## src/hdl/coema_pkg.sv

```systemverilog
package coema_pkg;

    // Width of the raw millisecond counter and of the wrap count above it.
    localparam int unsigned WordBits = 32;
    localparam int unsigned TimeBits = 2 * WordBits;

    // Configuration register indexes.
    typedef enum logic [1:0] {
        CFG_THRESHOLD = 2'd0,
        CFG_LIMIT     = 2'd1,
        CFG_SHIFT     = 2'd2
    } t_cfg_index;

    // Reset values of the configuration registers.
    localparam logic [31:0] ThresholdReset = 32'd1000;
    localparam logic [7:0]  LimitReset     = 8'd5;
    localparam logic [4:0]  ShiftReset     = 5'd3;

    // Classification of what happened to the sample of one request.
    typedef enum logic [2:0] {
        CLS_NONE   = 3'd0,
        CLS_FIRST  = 3'd1,
        CLS_SMOOTH = 3'd2,
        CLS_REJECT = 3'd3,
        CLS_RESYNC = 3'd4
    } t_sample_class;

    typedef struct packed {
        logic [31:0] threshold;
        logic [7:0]  limit;
        logic [4:0]  shift;
    } t_cfg;

    typedef struct packed {
        logic                       action;
        logic [WordBits-1:0]        millis_now;
        logic signed [TimeBits-1:0] server_epoch;
    } t_item;

    typedef struct packed {
        logic signed [TimeBits-1:0] synced_time;
        t_sample_class              sample_class;
        logic                       is_synced;
    } t_result;

endpackage

```

## src/hdl/coema_req_if.sv

```systemverilog
interface coema_req_if;
    logic                                        valid;
    logic                                        ready;
    logic                                        action;
    logic [coema_pkg::WordBits-1:0]              millis_now;
    logic signed [coema_pkg::TimeBits-1:0]       server_epoch;

    modport source (output valid, action, millis_now, server_epoch, input ready);
    modport sink   (input valid, action, millis_now, server_epoch, output ready);
endinterface

```

## src/hdl/coema_res_if.sv

```systemverilog
interface coema_res_if;
    logic                                  valid;
    logic                                  ready;
    logic signed [coema_pkg::TimeBits-1:0] synced_time;
    logic [2:0]                            sample_class;
    logic                                  is_synced;

    modport source (output valid, synced_time, sample_class, is_synced, input ready);
    modport sink   (input valid, synced_time, sample_class, is_synced, output ready);
endinterface

```

## src/hdl/coema_cfg_if.sv

```systemverilog
interface coema_cfg_if;
    logic        valid;
    logic        ready;
    logic [1:0]  index;
    logic [31:0] data;

    modport source (output valid, index, data, input ready);
    modport sink   (input valid, index, data, output ready);
endinterface

```

## src/hdl/clock_offset_ema_filter.sv

```systemverilog
// Channel   Dir  Modport  Payload
// i_req     in   sink     action, millis_now, server_epoch
// o_res     out  source   synced_time, sample_class, is_synced
// i_cfg     in   sink     index, data (register write, always ready)
//
// One request is accepted every cycle while ready is high; its result is held
// in the input register and then in the result register. The filter works on
// the input register and its state updates at the edge that loads the result
// register. A stalled result holds the result register and then the input
// register, so ready falls only when both are full.
// Reset is synchronous and active low; it loads the register defaults and
// clears the filter state and both valid flags.
module clock_offset_ema_filter (
    input  logic       i_clk,
    input  logic       i_rst_n,
    coema_req_if.sink  i_req,
    coema_res_if.source o_res,
    coema_cfg_if.sink  i_cfg
);

    coema_pkg::t_cfg    cfg;
    coema_pkg::t_item   r_in_item;
    logic               r_in_valid;
    coema_pkg::t_result r_out;
    logic               r_out_valid;
    coema_pkg::t_result result;
    logic               step;

    coema_cfg u_cfg (
        .i_clk   (i_clk),
        .i_rst_n (i_rst_n),
        .i_cfg   (i_cfg),
        .o_cfg   (cfg)
    );

    coema_filter u_filter (
        .i_clk    (i_clk),
        .i_rst_n  (i_rst_n),
        .i_cfg    (cfg),
        .i_step   (step),
        .i_item   (r_in_item),
        .o_result (result)
    );

    // The held request moves on when the result register is free or emptying.
    assign step        = r_in_valid && (!r_out_valid || o_res.ready);
    assign i_req.ready = !r_in_valid || step;

    // Input register.
    always_ff @(posedge i_clk) begin
        if (!i_rst_n) begin
            r_in_valid <= 1'b0;
        end else if (i_req.valid && i_req.ready) begin
            r_in_valid <= 1'b1;
        end else if (step) begin
            r_in_valid <= 1'b0;
        end
    end

    always_ff @(posedge i_clk) begin
        if (i_req.valid && i_req.ready) begin
            r_in_item.action       <= i_req.action;
            r_in_item.millis_now   <= i_req.millis_now;
            r_in_item.server_epoch <= i_req.server_epoch;
        end
    end

    // Result register.
    always_ff @(posedge i_clk) begin
        if (!i_rst_n) begin
            r_out_valid <= 1'b0;
        end else if (step) begin
            r_out_valid <= 1'b1;
        end else if (o_res.ready) begin
            r_out_valid <= 1'b0;
        end
    end

    always_ff @(posedge i_clk) begin
        if (step) begin
            r_out <= result;
        end
    end

    assign o_res.valid        = r_out_valid;
    assign o_res.synced_time  = r_out.synced_time;
    assign o_res.sample_class = r_out.sample_class;
    assign o_res.is_synced    = r_out.is_synced;

    // Any real sample class implies the filter is synchronised.
    a_class_synced: assert property (@(posedge i_clk) disable iff (!i_rst_n)
        (o_res.valid && (o_res.sample_class != coema_pkg::CLS_NONE)) |-> o_res.is_synced)
        else $error("sample class without sync");

    // With both registers full and the result stalled, no request is taken.
    a_full_stall: assert property (@(posedge i_clk) disable iff (!i_rst_n)
        (r_in_valid && r_out_valid && !o_res.ready) |-> !i_req.ready)
        else $error("request taken while stalled");

    // An accepted request is held in the input register in the next cycle.
    a_in_held: assert property (@(posedge i_clk) disable iff (!i_rst_n)
        (i_req.valid && i_req.ready) |=> r_in_valid)
        else $error("accepted request lost");

endmodule

```

## src/hdl/coema_cfg.sv

```systemverilog
module coema_cfg (
    input  logic               i_clk,
    input  logic               i_rst_n,
    coema_cfg_if.sink          i_cfg,
    output coema_pkg::t_cfg    o_cfg
);

    coema_pkg::t_cfg r_cfg;

    // Writes are always taken.
    assign i_cfg.ready = 1'b1;
    assign o_cfg       = r_cfg;

    // Register file; an index beyond the list is ignored.
    always_ff @(posedge i_clk) begin
        if (!i_rst_n) begin
            r_cfg.threshold <= coema_pkg::ThresholdReset;
            r_cfg.limit     <= coema_pkg::LimitReset;
            r_cfg.shift     <= coema_pkg::ShiftReset;
        end else if (i_cfg.valid) begin
            case (coema_pkg::t_cfg_index'(i_cfg.index))
                coema_pkg::CFG_THRESHOLD: r_cfg.threshold <= i_cfg.data;
                coema_pkg::CFG_LIMIT:     r_cfg.limit     <= i_cfg.data[7:0];
                coema_pkg::CFG_SHIFT:     r_cfg.shift     <= i_cfg.data[4:0];
                default: begin
                end
            endcase
        end
    end

endmodule

```

## src/hdl/coema_filter.sv

```systemverilog
module coema_filter (
    input  logic                 i_clk,
    input  logic                 i_rst_n,
    input  coema_pkg::t_cfg      i_cfg,
    input  logic                 i_step,
    input  coema_pkg::t_item     i_item,
    output coema_pkg::t_result   o_result
);

    localparam int unsigned W = coema_pkg::WordBits;
    localparam int unsigned T = coema_pkg::TimeBits;

    logic [W-1:0]  r_last, n_last;
    logic [W-1:0]  r_wrap, n_wrap;
    logic [T-1:0]  r_offset, n_offset;
    logic          r_synced, n_synced;
    logic [7:0]    r_run, n_run;

    logic [T-1:0]  local_ms;
    logic [T-1:0]  sample;
    logic [T-1:0]  diff;
    logic [T-1:0]  mag;
    logic [T-1:0]  step_ms;
    logic [7:0]    run_inc;
    logic          outlier;
    coema_pkg::t_sample_class cls;

    // Extend the counter reading: a lower reading than the last means a wrap.
    always_comb begin
        n_last   = i_item.millis_now;
        n_wrap   = r_wrap + {{(W-1){1'b0}}, (i_item.millis_now < r_last)};
        local_ms = {n_wrap, i_item.millis_now};
    end

    // Sample, its distance from the offset and the smoothing step.
    always_comb begin
        sample  = i_item.server_epoch - local_ms;
        diff    = sample - r_offset;
        mag     = diff[T-1] ? (~diff + {{(T-1){1'b0}}, 1'b1}) : diff;
        outlier = mag > {{(T-W){1'b0}}, i_cfg.threshold};
        step_ms = T'($signed(diff) >>> i_cfg.shift);
        run_inc = r_run + 8'd1;
    end

    // Filter decision.
    always_comb begin
        n_offset = r_offset;
        n_synced = r_synced;
        n_run    = r_run;
        cls      = coema_pkg::CLS_NONE;
        if (i_item.action) begin
            if (!r_synced) begin
                n_offset = sample;
                n_synced = 1'b1;
                n_run    = 8'd0;
                cls      = coema_pkg::CLS_FIRST;
            end else if (outlier) begin
                if (run_inc < i_cfg.limit) begin
                    n_run = run_inc;
                    cls   = coema_pkg::CLS_REJECT;
                end else begin
                    n_offset = sample;
                    n_run    = 8'd0;
                    cls      = coema_pkg::CLS_RESYNC;
                end
            end else begin
                n_offset = r_offset + step_ms;
                n_run    = 8'd0;
                cls      = coema_pkg::CLS_SMOOTH;
            end
        end
    end

    always_comb begin
        o_result.synced_time  = n_offset + local_ms;
        o_result.sample_class = cls;
        o_result.is_synced    = n_synced;
    end

    // Filter state advances with each request that moves to the result stage.
    always_ff @(posedge i_clk) begin
        if (!i_rst_n) begin
            r_last   <= '0;
            r_wrap   <= '0;
            r_offset <= '0;
            r_synced <= 1'b0;
            r_run    <= '0;
        end else if (i_step) begin
            r_last   <= n_last;
            r_wrap   <= n_wrap;
            r_offset <= n_offset;
            r_synced <= n_synced;
            r_run    <= n_run;
        end
    end

endmodule

```

## src/flat_wrapper.sv

```systemverilog
// flat-port wrapper written by rule: the top's interface ports become plain ports
module clock_offset_ema_filter_flat 
  (i_clk, i_rst_n, i_req_valid, i_req_action, i_req_millis_now, i_req_server_epoch, i_req_ready, o_res_valid, o_res_synced_time, o_res_sample_class, o_res_is_synced, o_res_ready, i_cfg_valid, i_cfg_index, i_cfg_data, i_cfg_ready);
  coema_req_if i_req_i ();
  coema_res_if o_res_i ();
  coema_cfg_if i_cfg_i ();
  input  logic i_clk;
  input  logic i_rst_n;
  input wire logic [$bits(i_req_i.valid)-1:0] i_req_valid;
  input wire logic [$bits(i_req_i.action)-1:0] i_req_action;
  input wire logic [$bits(i_req_i.millis_now)-1:0] i_req_millis_now;
  input wire logic [$bits(i_req_i.server_epoch)-1:0] i_req_server_epoch;
  output wire logic [$bits(i_req_i.ready)-1:0] i_req_ready;
  output wire logic [$bits(o_res_i.valid)-1:0] o_res_valid;
  output wire logic [$bits(o_res_i.synced_time)-1:0] o_res_synced_time;
  output wire logic [$bits(o_res_i.sample_class)-1:0] o_res_sample_class;
  output wire logic [$bits(o_res_i.is_synced)-1:0] o_res_is_synced;
  input wire logic [$bits(o_res_i.ready)-1:0] o_res_ready;
  input wire logic [$bits(i_cfg_i.valid)-1:0] i_cfg_valid;
  input wire logic [$bits(i_cfg_i.index)-1:0] i_cfg_index;
  input wire logic [$bits(i_cfg_i.data)-1:0] i_cfg_data;
  output wire logic [$bits(i_cfg_i.ready)-1:0] i_cfg_ready;
  assign i_req_i.valid = i_req_valid;
  assign i_req_i.action = i_req_action;
  assign i_req_i.millis_now = i_req_millis_now;
  assign i_req_i.server_epoch = i_req_server_epoch;
  assign i_req_ready = i_req_i.ready;
  assign o_res_valid = o_res_i.valid;
  assign o_res_synced_time = o_res_i.synced_time;
  assign o_res_sample_class = o_res_i.sample_class;
  assign o_res_is_synced = o_res_i.is_synced;
  assign o_res_i.ready = o_res_ready;
  assign i_cfg_i.valid = i_cfg_valid;
  assign i_cfg_i.index = i_cfg_index;
  assign i_cfg_i.data = i_cfg_data;
  assign i_cfg_ready = i_cfg_i.ready;
  clock_offset_ema_filter u_core (.i_clk(i_clk), .i_rst_n(i_rst_n), .i_req(i_req_i), .o_res(o_res_i), .i_cfg(i_cfg_i));
endmodule
```

## config.mk

```make
export PLATFORM = sky130hd
export DESIGN_NAME = clock_offset_ema_filter_flat
export DESIGN_NICKNAME = d
export VERILOG_FILES = /design/src/hdl/coema_pkg.sv /design/src/hdl/coema_req_if.sv /design/src/hdl/coema_res_if.sv /design/src/hdl/coema_cfg_if.sv /design/src/hdl/clock_offset_ema_filter.sv /design/src/hdl/coema_cfg.sv /design/src/hdl/coema_filter.sv /design/src/flat_wrapper.sv
export SDC_FILE = /design/constraint.sdc
export NUM_CORES = 2
export LEC_CHECK = 0
export BUFFER_PORTS_ARGS = -buffer_cell sky130_fd_sc_hd__buf_2
export CORE_MARGIN = 3
export CORE_UTILIZATION = 55
export CTS_BUF_LIST = sky130_fd_sc_hd__clkbuf_8
export CTS_CLUSTER_DIAMETER = 100
export CTS_CLUSTER_SIZE = 20
export DETAILED_ROUTE_END_ITERATION = 6
export MAX_ROUTING_LAYER = met4
export PLACE_DENSITY = 0.82
export REMOVE_ABC_BUFFERS = 1
export SYNTH_ARGS = -nofsm -noshare
export SYNTH_HDL_FRONTEND = slang
export SYNTH_SLANG_ARGS = --single-unit
```

## constraint.sdc

```tcl
create_clock -name i_clk -period 24.4 [get_ports i_clk]
set_input_delay 1.22 -clock i_clk [delete_from_list [all_inputs] [get_ports i_clk]]
set_output_delay 1.22 -clock i_clk [all_outputs]
set_load 0.02 [all_outputs]
```

* Yosys cells after proc, flatten, opt, wreduce, memory -nomap -nowiden
Cells that the tools add are included.
Cells by class: add/sub/neg operators 7, magnitude comparators 3, eq/ne operators 2, shifts and indexed selects 1, mux-type cells 16, bitwise operators 1, reductions and logical operators 15
Operator list (count):
- 64-bit 2-to-1 mux | 5
- 64-bit adder | 2
- 64-bit subtractor | 2
- 64-bit by 1-bit adder with 64-bit output, second input constant | 1
- 64-bit by 32-bit greater-than comparator with 1-bit output | 1
- 64-bit NOT | 1
- 64-bit by 5-bit >>> shifter with 64-bit output | 1
- 32-bit by 1-bit adder with 32-bit output | 1
- 32-bit less-than comparator | 1
- 8-bit 2-to-1 mux | 3
- 2-bit AND reduction | 5
- 8-bit by 1-bit adder with 8-bit output, second input constant | 1
- 8-bit less-than comparator | 1
- 1-bit 2-to-1 mux | 6
- 2-bit nonzero test | 2
- 3-bit 2-to-1 mux | 1
- 3-bit AND reduction | 1
- 2-bit by 1-bit equality test with 1-bit output, second input constant | 1
- 2-bit equality test, second input constant | 1
- 1-bit logical AND | 2
- 1-bit zero test | 2
- 2-bit zero test | 1
- 1-bit logical OR | 2
- 2-bit 2-to-1 mux | 1
Word-level totals: flip-flop bits (word level) 349, input port bits 136, output and inout bits 71, word-level logic and storage cells 63

* Longest topological paths before layout
depth after elaboration 12, mapped depth 94, depth with buffers taken out 87

* Cells and area by module
Synthesis repeated with hierarchy kept, for this count alone.
Unflattened totals: cell total of the unflattened synthesis 4589, area total of the unflattened synthesis 36113.4 sq um
By module, submodules not included:
- coema_filter | instances 1, cells an instance 4221, area each 29184.2 sq um, seq. area each 2742.6 sq um
- clock_offset_ema_filter | instances 1, cells an instance 174, area each 5058.6 sq um, seq. area each 4994.8 sq um
- coema_cfg | instances 1, cells an instance 194, area each 1870.5 sq um, seq. area each 900.9 sq um

* Least setup slack after synthesis
No wires, ideal clock.
path type reg-to-reg, start point register u_core.r_in_item[65] (netlist name), end point register u_core.r_out (netlist bit u_core.o_res.synced_time[63]) (data pin), library setup time 260 ps, arrival time 17116 ps, path slack 7024 ps, cell stages (with the launch flop) 89, path buffers 8, clock period less this slack 17376 ps, cells stage by stage edfxtp_1 ha_1 a21o_1 a21o_1 a21o_1 a21o_1 a21o_1 a21o_1 a21o_1 a21o_1 a21o_1 a21o_1 a21o_1 a21o_1 a21o_1 a21o_1 a21oi_1 o21ai_0 [53 not listed] ha_1 nand3_1 o21ba_2 a31oi_1 a211o_1 a21oi_1 o31ai_1 a21oi_1 o21bai_1 a41oi_1 o311ai_0 a21oi_1 o21ba_2 o21a_1 o31ai_1 a21oi_1 xor2_1 xnor2_1
RTL lines:
- start: declaration | line clock_offset_ema_filter.sv:22 | coema_pkg::t_item r_in_item;
- end signal: assignment | line clock_offset_ema_filter.sv:81 | r_out <= result;
- end: declaration | line clock_offset_ema_filter.sv:24 | coema_pkg::t_result r_out;

==> impl_metrics.xml <==
<?xml version="1.0" encoding="UTF-8"?>
<metrics>
  <group name="detailed_routing">
    <metric name="total_routed_length" unit="um">115000</metric>
    <metric name="drt_drc_violations_left" unit="">0</metric>
    <metric name="vias_per_cell" unit="">6.39</metric>
    <metric name="drt_iter0_drc" unit="">3929</metric>
    <metric name="met2WireLength" unit="um">48600</metric>
    <metric name="wl_met3" unit="um">11800</metric>
    <metric name="detailroute.via_count" unit="">35300</metric>
    <metric name="wl_per_cell" unit="um">20.9</metric>
    <metric name="route.top_layer_used" unit="">met4</metric>
    <metric name="postRouteAntennaNets" unit="">0</metric>
    <metric name="wirelength_met1" unit="um">51300</metric>
    <metric name="firstDrtPassIters" unit="">6</metric>
  </group>
  <group name="synth">
    <metric name="postSynth.asyncResetShare" unit="">0</metric>
    <metric name="synth_top_area_frac" unit="">0.139</metric>
    <metric name="top_area_cells_in_the_synthesized_netlist" unit="">edfxtp_1 14%, ha_1 11%, dfxtp_1 10%</metric>
    <metric name="post_synth.cell_area_avg" unit="um^2">7.77</metric>
    <metric name="postSynthRegisterBits" unit="">349</metric>
    <metric name="synth.yosys.seq_area_share" unit="">0.242</metric>
    <metric name="postSynthCellCount" unit="">4603</metric>
    <metric name="synth_warnings" unit="">0</metric>
    <metric name="synth_edf_count" unit="">165</metric>
    <metric name="post_synth_num_cell_types" unit="">102</metric>
    <metric name="synth_top_flop_cell" unit="">dfxtp_1</metric>
    <metric name="synth.largest_area_cell" unit="">edfxtp_1</metric>
    <metric name="mappedNetlistArea" unit="um^2">35700</metric>
  </group>
  <group name="critical_path">
    <metric name="slowest_delay" unit="ps">900</metric>
    <metric name="kind_of_cell_adding_the_most_delay_to_the_critical_path" unit="">compound AO/OA/AOI/OAI gates</metric>
    <metric name="setup.worst_path.class" unit="">register to register</metric>
    <metric name="critical_path.reg2reg.startpoint" unit="">u_core.r_in_item[65]$_DFFE_PP_</metric>
    <metric name="worst_reg2reg_path_endpoint" unit="">u_core.o_res.synced_time[63]$_DFFE_PP_</metric>
    <metric name="path_max_fanout" unit="">40</metric>
    <metric name="slowest_stage" unit="">nor4_1</metric>
    <metric name="path_common_cell" unit="">a21o_1</metric>
    <metric name="critPathCaptureType" unit="">register</metric>
    <metric name="worst_path_bufs_invs" unit="">4</metric>
    <metric name="critical_path_depth" unit="">82</metric>
    <metric name="critPathArrivalTime" unit="ps">21660</metric>
    <metric name="reg2regPathDepth" unit="">82</metric>
    <metric name="startpoint_type" unit="">register</metric>
    <metric name="crit_required" unit="ps">24880</metric>
    <metric name="r2r_setup_slack" unit="ps">3220</metric>
  </group>
  <group name="place">
    <metric name="post_place_cell_area" unit="um^2">37400</metric>
    <metric name="detailed_place_hpwl" unit="um">91000</metric>
    <metric name="gp_congestion" unit="">1.02</metric>
    <metric name="buffer_ports.inserted" unit="">205</metric>
  </group>
  <group name="power_and_ir_drop">
    <metric name="switching_share" unit="">0.492</metric>
    <metric name="internal_power" unit="mW">1.39</metric>
    <metric name="p_leak" unit="nW">16.0</metric>
    <metric name="pwr-share-comb" unit="">0.638</metric>
    <metric name="clkPwrFrac" unit="">0.114</metric>
    <metric name="power_density" unit="nW/um^2">72.1</metric>
    <metric name="switchingPower" unit="mW">1.34</metric>
    <metric name="sequentialPowerShare" unit="">0.248</metric>
    <metric name="power.ir.vdd_worst" unit="mV">0.0514</metric>
  </group>
  <group name="layout">
    <metric name="relative_area_change_from_synthesis_to_final_layout" unit="%">5.83</metric>
    <metric name="final_layout_size_suffix_gt1_frac" unit="">0.0988</metric>
    <metric name="layout.cells.most_common" unit="">nand2_1</metric>
    <metric name="design_area" unit="um^2">37800</metric>
    <metric name="layout_common_cells" unit="">538 x nand2_1, 453 x a21oi_1, 355 x nor2_1, 317 x ha_1, 304 x inv_1</metric>
    <metric name="finalNetCount" unit="">5116</metric>
  </group>
  <group name="die">
    <metric name="dieArea" unit="um^2">68100</metric>
    <metric name="rows" unit="">92</metric>
    <metric name="num_io_pins" unit="">207</metric>
    <metric name="die_height" unit="um">261</metric>
    <metric name="floorplan.core_area" unit="um^2">63700</metric>
    <metric name="chipWidth" unit="um">261</metric>
    <metric name="effective_utilization_at_floorplan" unit="">0.562</metric>
  </group>
  <group name="clock_tree">
    <metric name="clock_sinks" unit="">349</metric>
    <metric name="tritoncts" unit="">yes</metric>
    <metric name="cts_max_level" unit="">1</metric>
    <metric name="cts_setup_buffers" unit="">0</metric>
    <metric name="clock_root_buffer_master" unit="">clkbuf_8</metric>
    <metric name="cts_inserted_buffers" unit="">23</metric>
    <metric name="cts.clk_slew.worst_paths" unit="ps">140</metric>
    <metric name="clk_path_buf_depth" unit="">3</metric>
    <metric name="cts_resized" unit="">0</metric>
    <metric name="worstSkewPairLatency" unit="ps">710</metric>
    <metric name="cts_hold_buffers" unit="">0</metric>
  </group>
  <group name="timing">
    <metric name="setup-tns-final" unit="ps">0</metric>
    <metric name="rsz0062_at_grt" unit="">no</metric>
    <metric name="tightestPinTransition" unit="ps">1230</metric>
    <metric name="min_period" unit="ps">21180</metric>
    <metric name="final-hold-violation-count" unit="">0</metric>
    <metric name="fmax" unit="MHz">47.2</metric>
    <metric name="crit_share_post_route" unit="">0.868</metric>
    <metric name="worst_clock_skew" unit="ps">55.0</metric>
    <metric name="setup_viol" unit="">0</metric>
    <metric name="worst_slew_margin_rel" unit="">0.174</metric>
    <metric name="drv_slew" unit="">0</metric>
  </group>
  <group name="flow_run">
    <metric name="maxCapViolations" unit="">0</metric>
  </group>
  <group name="hold_path">
    <metric name="holdCritStartpoint" unit="">u_core.u_filter.r_last[19]$_SDFFE_PN0P_</metric>
    <metric name="min_to" unit="">u_core.u_filter.r_last[19]$_SDFFE_PN0P_</metric>
    <metric name="worstHoldPathType" unit="">register to register</metric>
    <metric name="whs_path_depth" unit="">2</metric>
  </group>
  <group name="outcome">
    <metric name="status" unit="">completed</metric>
  </group>
  <group name="grt">
    <metric name="overflow" unit="">0</metric>
    <metric name="grt_antenna_before_repair" unit="">2</metric>
    <metric name="grt_resource_usage_total" unit="">0.337</metric>
    <metric name="grt_pass1_wl" unit="um">178000</metric>
    <metric name="grt_max_degree" unit="">76</metric>
    <metric name="first_global_vias" unit="">32100</metric>
  </group>
</metrics>
[power by group through the flow]
stage	sequential, mW	combinational [mW]	clock [mW]
floorplan	0.705	1.18	0
global placement	0.689	1.66	0
detailed placement	0.690	1.67	0
CTS	0.677	1.68	0.316
global route	0.681	1.89	0.338
finish	0.677	1.74	0.310
[routing by layer]
metal | vias to the layer above | track usage
met5 | - | -
met4 | 0 | 0.100
met3 | 201 | 0.0638
met2 | 1600 | 0.494
met1 | 16700 | 0.471
li1 | 16900 | -
[layout make-up]
cell class | instances | area [um^2]
Inverter | 298 | 1120
Antenna cell | 6 | 15.0
Clock buffer | 23 | 317
Clock inverter | 19 | 121
Fill cell | 5886 | 25800
Sequential cell | 349 | 8640
Tap cell | 846 | 1060
Multi-Input combinational cell | 3734 | 25200
Timing Repair Buffer | 253 | 1390
[logic make-up (layout without fill, tap and decap cells)]
group	Yosys count	in the layout	share of synthesized area
simple gates	1465	1465	0.192
other cells	1	7	0.000105
mux	170	170	0.0507
xor+xnor	309	309	0.0776
compound gates	1458	1458	0.266
fa+ha+maj	331	331	0.116
buf+inv	520	593	0.0560
flops	349	349	0.242
[worst reg2reg max path: cells and delay by family (launching register included)]
family                   cells  cell delay, ps
buffers and inverters        4            1070
adder cells (fa/ha/maj)      7            2300
XOR/XNOR                     7            1510
AND/OR/NAND/NOR             11            3740
flip-flops                   1             450
AO/OA/AOI/OAI               53           11910
[per-stage QoR]
step	worst slack [ps]	power (mW)	utilization	cells	hold slack (ps)
after CTS	3450	2.68	0.594	5522	462
after floorplan	5960	1.88	-	4381	436
after detailed placement	3550	2.36	0.587	5480	446
after global routing	2060	2.91	0.594	5524	479
after global placement	3980	2.35	0.587	5480	441
final	3220	2.73	0.594	5528	460
[state kept, by name, summed over array words and instances (netlist names), 3 cells and up]
| name | cells |
|---|---|
| u_core.u_filter.r_offset | 64 |
| u_core.u_filter.r_last | 32 |
| u_core.r_in_item | 97 |
| u_core.o_res.sample_class | 3 |
| u_core.u_filter.r_wrap | 32 |
| u_core.u_filter.r_run | 8 |
| u_core.u_cfg.o_cfg | 45 |
| u_core.o_res.synced_time | 64 |
[worst max-delay path by stage]
stage                                        start                                      to  slack, ps
global route        u_core.r_in_item[65]$_DFFE_PP_  u_core.o_res.synced_time[63]$_DFFE_PP_       2060
detailed placement  u_core.r_in_item[65]$_DFFE_PP_  u_core.o_res.synced_time[63]$_DFFE_PP_       3550
CTS                 u_core.r_in_item[65]$_DFFE_PP_  u_core.o_res.synced_time[63]$_DFFE_PP_       3450
finish              u_core.r_in_item[65]$_DFFE_PP_  u_core.o_res.synced_time[63]$_DFFE_PP_       3220
floorplan           u_core.r_in_item[65]$_DFFE_PP_  u_core.o_res.synced_time[63]$_DFFE_PP_       5960
global placement    u_core.r_in_item[65]$_DFFE_PP_  u_core.o_res.synced_time[63]$_DFFE_PP_       3980
[cells in the mapped netlist, types with 123 or more instances]
master / number
nand2_1: 538
a21oi_1: 453
nor2_1: 357
ha_1: 317
inv_1: 292
o21ai_0: 279
a21o_1: 188
dfxtp_1: 184
xnor2_1: 181
clkbuf_1: 174
edfxtp_1: 165
xor2_1: 123
No activity file was read; power rests on OpenSTA's default activity.
